`config.mk`:
```
export PLATFORM = sky130hd
export DESIGN_NAME = rbst_merge
export DESIGN_NICKNAME = d
export VERILOG_FILES = /design/src/rtl/core/rbst_pkg.sv /design/src/rtl/core/rbst_merge.sv
export SDC_FILE = /design/constraint.sdc
export NUM_CORES = 1
export LEC_CHECK = 0
export BUFFER_PORTS_ARGS = -buffer_cell sky130_fd_sc_hd__buf_2
export CORE_AREA = 2 2 315 317
export DETAILED_ROUTE_END_ITERATION = 16
export DIE_AREA = 0 0 317 319
export GPL_TIMING_DRIVEN = 0
export PLACE_DENSITY = 0.47
export SLEW_MARGIN = 40
export SYNTH_ARGS = -nofsm -noshare
export SYNTH_HDL_FRONTEND = slang
export SYNTH_SLANG_ARGS = --single-unit
```
`constraint.sdc`:
```
create_clock -name vclk -period 15.8
set_input_delay 3.16 -clock vclk [all_inputs]
set_output_delay 3.16 -clock vclk [all_outputs]
set_load 0.02 [all_outputs]
```
`src/rtl/core/rbst_pkg.sv`:
```
// Package with the types, register codes and arithmetic helpers of the ray box slab test.
`default_nettype none
package rbst_pkg;

    localparam int QBITS      = 33;
    localparam int NUM_STAGES = QBITS;
    localparam int NUM_LANES  = 6;
    localparam int NUM_AXES   = 3;

    localparam logic signed [31:0] Q_MAX = 32'sh7FFF_FFFF;
    localparam logic signed [31:0] Q_MIN = 32'sh8000_0000;

    typedef enum logic [2:0] {
        REG_MIN_X = 3'd0,
        REG_MIN_Y = 3'd1,
        REG_MIN_Z = 3'd2,
        REG_MAX_X = 3'd3,
        REG_MAX_Y = 3'd4,
        REG_MAX_Z = 3'd5
    } reg_index_t;

    typedef struct packed {
        logic [31:0] rem;
        logic [32:0] num_lo;
        logic [32:0] quo;
        logic [31:0] den;
        logic        neg;
        logic        ovf;
    } div_lane_t;

    typedef struct packed {
        logic zero_dir;
        logic in_slab;
    } axis_flag_t;

    function automatic div_lane_t div_prep(logic signed [31:0] bound, logic signed [31:0] org,
                                           logic signed [31:0] dir);
        logic [32:0] diff;
        logic [32:0] mag;
        logic [31:0] dmag;
        logic [48:0] n;
        div_lane_t   l;
        diff = {bound[31], bound} - {org[31], org};
        mag  = diff[32] ? (~diff + 33'd1) : diff;
        dmag = dir[31] ? (~dir + 32'd1) : dir;
        n    = {mag, 16'd0};
        l.rem    = {16'd0, n[48:33]};
        l.num_lo = n[32:0];
        l.quo    = '0;
        l.den    = dmag;
        l.neg    = diff[32] ^ dir[31];
        l.ovf    = ({16'd0, n[48:33]} >= dmag);
        return l;
    endfunction

    function automatic logic signed [31:0] sat_q(div_lane_t l);
        logic [32:0] negq;
        negq = ~l.quo + 33'd1;
        if (l.neg) begin
            if (l.ovf || (l.quo > 33'h0_8000_0000)) begin
                return Q_MIN;
            end
            return negq[31:0];
        end
        if (l.ovf || l.quo[32] || l.quo[31]) begin
            return Q_MAX;
        end
        return l.quo[31:0];
    endfunction

endpackage
`default_nettype wire

```
`src/rtl/core/rbst_merge.sv`:
```
// Saturation, ordering and interval intersection of the six quotients into a hit flag.
`default_nettype none
module rbst_merge
    import rbst_pkg::*;
(
    input  wire div_lane_t  lanes [NUM_LANES],
    input  wire axis_flag_t flags [NUM_AXES],
    output logic            hit
);

    logic signed [31:0] t0 [NUM_AXES];
    logic signed [31:0] t1 [NUM_AXES];
    logic               ok [NUM_AXES];
    logic signed [31:0] a;
    logic signed [31:0] b;
    logic signed [31:0] lo_xy;
    logic signed [31:0] hi_xy;
    logic               hit_xy;

    always_comb
    begin
        for (int k = 0; k < NUM_AXES; k++)
        begin
            a = sat_q(lanes[k]);
            b = sat_q(lanes[k + NUM_AXES]);
            if (flags[k].zero_dir)
            begin
                t0[k] = Q_MIN;
                t1[k] = Q_MAX;
                ok[k] = flags[k].in_slab;
            end
            else
            begin
                t0[k] = (a > b) ? b : a;
                t1[k] = (a > b) ? a : b;
                ok[k] = 1'b1;
            end
        end
        hit_xy = ok[0] && ok[1] && !((t0[0] > t1[1]) || (t0[1] > t1[0]));
        lo_xy  = (t0[1] > t0[0]) ? t0[1] : t0[0];
        hi_xy  = (t1[1] < t1[0]) ? t1[1] : t1[0];
        hit    = hit_xy && ok[2] && !((lo_xy > t1[2]) || (t0[2] > hi_xy));
    end

endmodule
`default_nettype wire

```
==> results of run 1 <==
==> cells in the mapped netlist, types with 9 or more instances <==
cell	number	share of area
ha_1	288	0.22
nand2b_1	23	0.0086
and3_1	16	0.0060
a221oi_1	20	0.010
nand4b_1	10	0.0052
inv_1	179	0.040
nand3_1	49	0.015
o221ai_1	20	0.010
buf_1	11	0.0025
nor3_1	103	0.031
nor2b_1	28	0.010
nor2_1	329	0.074
mux2_2	76	0.051
o22a_1	23	0.012
o31ai_1	16	0.0072
a21o_1	83	0.037
nand2_1	215	0.048
and2_1	11	0.0041
or3_1	39	0.015
o311ai_0	26	0.014
or4_1	15	0.0067
a211oi_1	102	0.046
or2_2	15	0.0056
o21a_1	35	0.016
o311ai_2	10	0.0097
o211ai_1	42	0.019
nor3b_1	10	0.0045
o211a_1	9	0.0054
mux2i_1	14	0.0084
a21oi_1	239	0.072
o21ai_0	131	0.039
nor4_1	31	0.012
clkbuf_1	106	0.024
a31oi_1	34	0.013
nand4_1	65	0.024
==> metal layers <==
layer  GRT usage  wire length, um  share of wire
met5           0               10        0.00012
met3      0.0126             5280          0.061
met4      0.0476             3300          0.038
met1       0.224            38400           0.45
met2       0.264            38900           0.45
==> per-stage QoR <==
stage          TNS [ns]  worst slack, ns
2_1_floorplan         0           0.0199
3_3_place_gp      -3.35            -3.35
3_5_place_dp      -2.99            -2.99
4_1_cts          -0.332           -0.332
5_1_grt          -0.993           -0.993
6_report         -0.511           -0.511
==> worst paths after layout <==
check  slack, ns  end  cells past startpoint  startpoint
min         7.01  hit                      5    flags[4]
max        -0.51  hit                     47  lanes[566]
==> repair_timing <==
item                                    in CTS  in global routing
resized for setup                          255                 65
pin swaps                                   59                 25
setup buffers                               64                 21
endpoints found under the setup margin       1                  1
==> cell type report <==
cell class	count	area (um^2)
inverter	181	682
antenna	2	5.00
timing repair buffer	300	1740
fill	11100	76100
tap	1287	1610
multi-input combinational	2259	16900
buffer	125	664
==> cell families (layout without fill, tap and decap cells) <==
family,Yosys count,in the layout,synth area share
multiplexers,95,95,0.0637
AND/OR/NAND/NOR,1003,1003,0.295
other,0,2,0
XOR/XNOR,10,10,0.00524
buffers and inverters,310,606,0.0715
adder cells (fa/ha/maj),289,289,0.216
AO/OA/AOI/OAI,862,862,0.348
==> impl_metrics.csv, run 1 <==
group,metric,value,unit
synthesis,ys_types,89,
die,rows,115,
synthesis,synth_nets,3655,
finish,final_common_cell,"nor2_1",
finish,layout-drive-gt1-share,0.231,
detailed_routing,drtIter0Drc,2056,
sta,whs,7.01,ns
global_route,antenna_found_initial,1,
setup_path,crit_slowest_cell,"or4_4",
sta,tightest_slew,0.858,ns
detailed_routing,avgViaCountPerCell,5.20,
sta,grt_setup_unrepaired,"true",
sta,period_minus_slack,16.31,ns
finish,postLayoutCellArea,0.0216,mm^2
job,drv_cap,0,
die,start_util,0.171,
detailed_routing,postRouteAntennaNets,0,
setup_path,endpoint_kind,"output port",
sta,relSlewSlack,0.412,
setup_path,crit_fanout,10,
setup_path,arrival,13.15,ns
die,ios,799,
synthesis,synthesis.area,0.0167,mm^2
clock_network,cts_hold_buf,0,
detailed_routing,via_count,21600,
place,dpl.hpwl,72100,um
setup_path,cp-start-kind,"input pin",
die,coreArea,0.0977,mm^2
synthesis,synthCells,2569,
place,gp_congestion,0.947,
global_route,grt_overflow,0,
finish,fin_nets,3953,
finish,n_clock_buffer,0,
setup_path,worst_path_largest_cell_delay,0.54,ns
setup_path,critical-path-top-delay-family,"compound AO/OA/AOI/OAI gates",
finish,instances_no_fill,4154,
setup_path,critical_path_class,"input pin to output port",
global_route,grt_pass1_vias,20000,
synthesis,yosysSeqAreaShare,0,
sta,clock.fmax,61.3,MHz
place,dp_cells,4071,
sta,drv_slew,0,
status,failed_checks,"setup timing",
sta,fin_ws,-0.511,ns
place,place_area,0.0195,mm^2
die,die_h,319,um
synthesis,yosys_warnings,0,
synthesis,syn_area_per_cell,6.50,um^2
setup_path,crit_top_cell,"a21o_1",
status,status,"finished with violations",
setup_path,worst-path-buf-inv,8,
detailed_routing,first_pass_iters,8,
finish,final_cell_mix,"nor2_1 (317), ha_1 (279), a21oi_1 (220)",
die,die_x,317,um
finish,register_area,0,um^2
global_route,grt_usage,0.162,
worst_hold_path,hold_class,"input pin to output port",
detailed_routing,drc,0,
finish,syn2layout_area_growth,29.5,%
sta,setup_viol,1,
finish,utilization,0.221,
die,dieArea,0.101,mm^2
finish,nFlopsAndLatches,0,
sta,period_share,1.03,
detailed_routing,wl_per_cell,20.7,um
sta,report.final.hold_viol_count,0,
setup_path,cp.required,12.64,ns
detailed_routing,wl,85900,um
global_route,grt_max_degree,11,
place,port_buffers,209,
global_route,grt_pass1_wl,126000,um
==> run 2, diff against run 1 <==
- BUFFER_PORTS_ARGS: -buffer_cell sky130_fd_sc_hd__buf_2 -> default
- DONT_BUFFER_PORTS: default -> 1
- PLACE_DENSITY: 0.47 -> 0.4
==> impl_metrics.csv, run 2 (synthesis results as in run 1) <==
group,metric,value,unit
status,status,"finished with violations",
status,failed_checks,"setup timing",
place,dp_cells,3862,
detailed_routing,wl_per_cell,22.5,um
worst_hold_path,hold_class,"input pin to output port",
die,die_h,319,um
power,power-per-cell-area,53.3,mW/mm^2
finish,fin_nets,3757,
setup_path,endpoint_kind,"output port",
sta,fin_ws,-0.338,ns
die,ios,799,
finish,register_area,0,um^2
power,ir_drop,21.5,uV
finish,n_clock_buffer,0,
place,gp_congestion,0.918,
global_route,grt_max_degree,11,
setup_path,crit_slowest_cell,"or4_4",
detailed_routing,wl,89200,um
sta,grt_setup_unrepaired,"true",
power,clkPwrFrac,0,
sta,fin_setup_tns,-0.338,ns
detailed_routing,drc,0,
finish,final_cell_mix,"nor2_1 (314), ha_1 (275), a21oi_1 (218)",
finish,nFlopsAndLatches,0,
power,report.power.total,1.11,mW
setup_path,arrival,12.98,ns
power,netSwitchingPower,0.660,mW
setup_path,worst_path_largest_cell_delay,0.57,ns
place,port_buffers,0,
die,rows,115,
sta,setup_viol,1,
setup_path,cp-startpoint,"lanes[572]",
sta,tightest_slew,0.873,ns
sta,clock.fmax,62.0,MHz
finish,instances_no_fill,3956,
worst_hold_path,hold_start,"flags[4]",
power,combPwrFrac,1.000,
sta,period_share,1.02,
detailed_routing,via_count,20700,
power,swShare,0.596,
power,pwr-share-seq,0,
setup_path,crit_fanout,7,
sta,whs,6.71,ns
finish,final_common_cell,"nor2_1",
finish,n_fill_cell,11100,
place,dpl.hpwl,75000,um
detailed_routing,postRouteAntennaNets,0,
sta,relSlewSlack,0.411,
sta,period_minus_slack,16.14,ns
die,dieArea,0.101,mm^2
setup_path,critical-path-top-delay-family,"compound AO/OA/AOI/OAI gates",
detailed_routing,first_pass_iters,5,
finish,utilization,0.213,
finish,layout-drive-gt1-share,0.177,
global_route,grt_pass1_wl,129000,um
setup_path,critical_path_class,"input pin to output port",
setup_path,cp-start-kind,"input pin",
detailed_routing,avgViaCountPerCell,5.24,
sta,report.final.hold_viol_count,0,
setup_path,cp.required,12.64,ns
sta,drv_slew,0,
job,drv_cap,0,
global_route,grt_pass1_vias,19500,
setup_path,worst-path-buf-inv,6,
finish,syn2layout_area_growth,24.6,%
detailed_routing,drtIter0Drc,1629,
power,cellInternalPower,0.449,mW
setup_path,crit_top_cell,"a21o_1",
power,p_leak,8.58,nW
clock_network,cts_hold_buf,0,
global_route,antenna_found_initial,4,
finish,diodes,0,
global_route,grt_overflow,0,
global_route,grt_usage,0.167,
die,die_x,317,um
die,start_util,0.171,
die,coreArea,0.0977,mm^2
run 2: changes by cell type in the layout (fill, tap and decap cells not counted), moves of 4 or more:
cell | before | now
buf_2 | 219 | 11
buf_4 | 87 | 99
buf_6 | 10 | 6
ha_1 | 279 | 275
ha_4 | 9 | 13
nor3_2 | 16 | 8
nor3_4 | 5 | 10
run 2: per-stage QoR:
| stage | instance area, um^2 | worst slack (ns) |
|---|---|---|
| after floorplan | 16700 | 0.0199 |
| after global placement | 18300 | -3.26 |
| after detailed placement | 18500 | -2.90 |
| after CTS | 20200 | -0.278 |
| after global routing | 20800 | -0.642 |
| final | 20800 | -0.338 |
run 2: power groups by stage:
| stage | logic [mW] | clock network (mW) | registers, mW |
|---|---|---|---|
| finish | 1.11 | 0 | 0 |
| global route | 1.20 | 0 | 0 |
| CTS | 1.04 | 0 | 0 |
| detailed placement | 0.938 | 0 | 0 |
| global placement | 0.933 | 0 | 0 |
| floorplan | 0.634 | 0 | 0 |
run 2: layout make-up:
class	instances	area, um^2	share of cell area
Multi-Input combinational cell	2259	17000	0.817
Tap cell	1287	1610	0.0773
Timing Repair Buffer	103	811	0.0389
Buffer	126	711	0.0341
Inverter	181	682	0.0328
run 2: final timing paths:
check	to	slack, ns	depth (start not counted)
setup / recovery	hit	-0.34	45
hold / removal	hit	6.71	3
run 2: layer usage:
layer / wire [um] / GRT usage / vias up / share of wire
met5: 54 / 0 / - / 0.00061
met4: 2370 / 0.0330 / 8 / 0.027
met3: 6260 / 0.0208 / 105 / 0.070
met2: 40000 / 0.275 / 728 / 0.45
met1: 40500 / 0.232 / 9941 / 0.45
li1: - / - / 9928 / -
run 2: what timing repair did:
item	4_1_cts	5_1_grt
setup buffers	72	23
gates resized for setup	254	96
pin swaps	65	58
cloned	0	1
setup endpoints to repair	1	1
No activity file was read; power rests on OpenSTA's default activity.
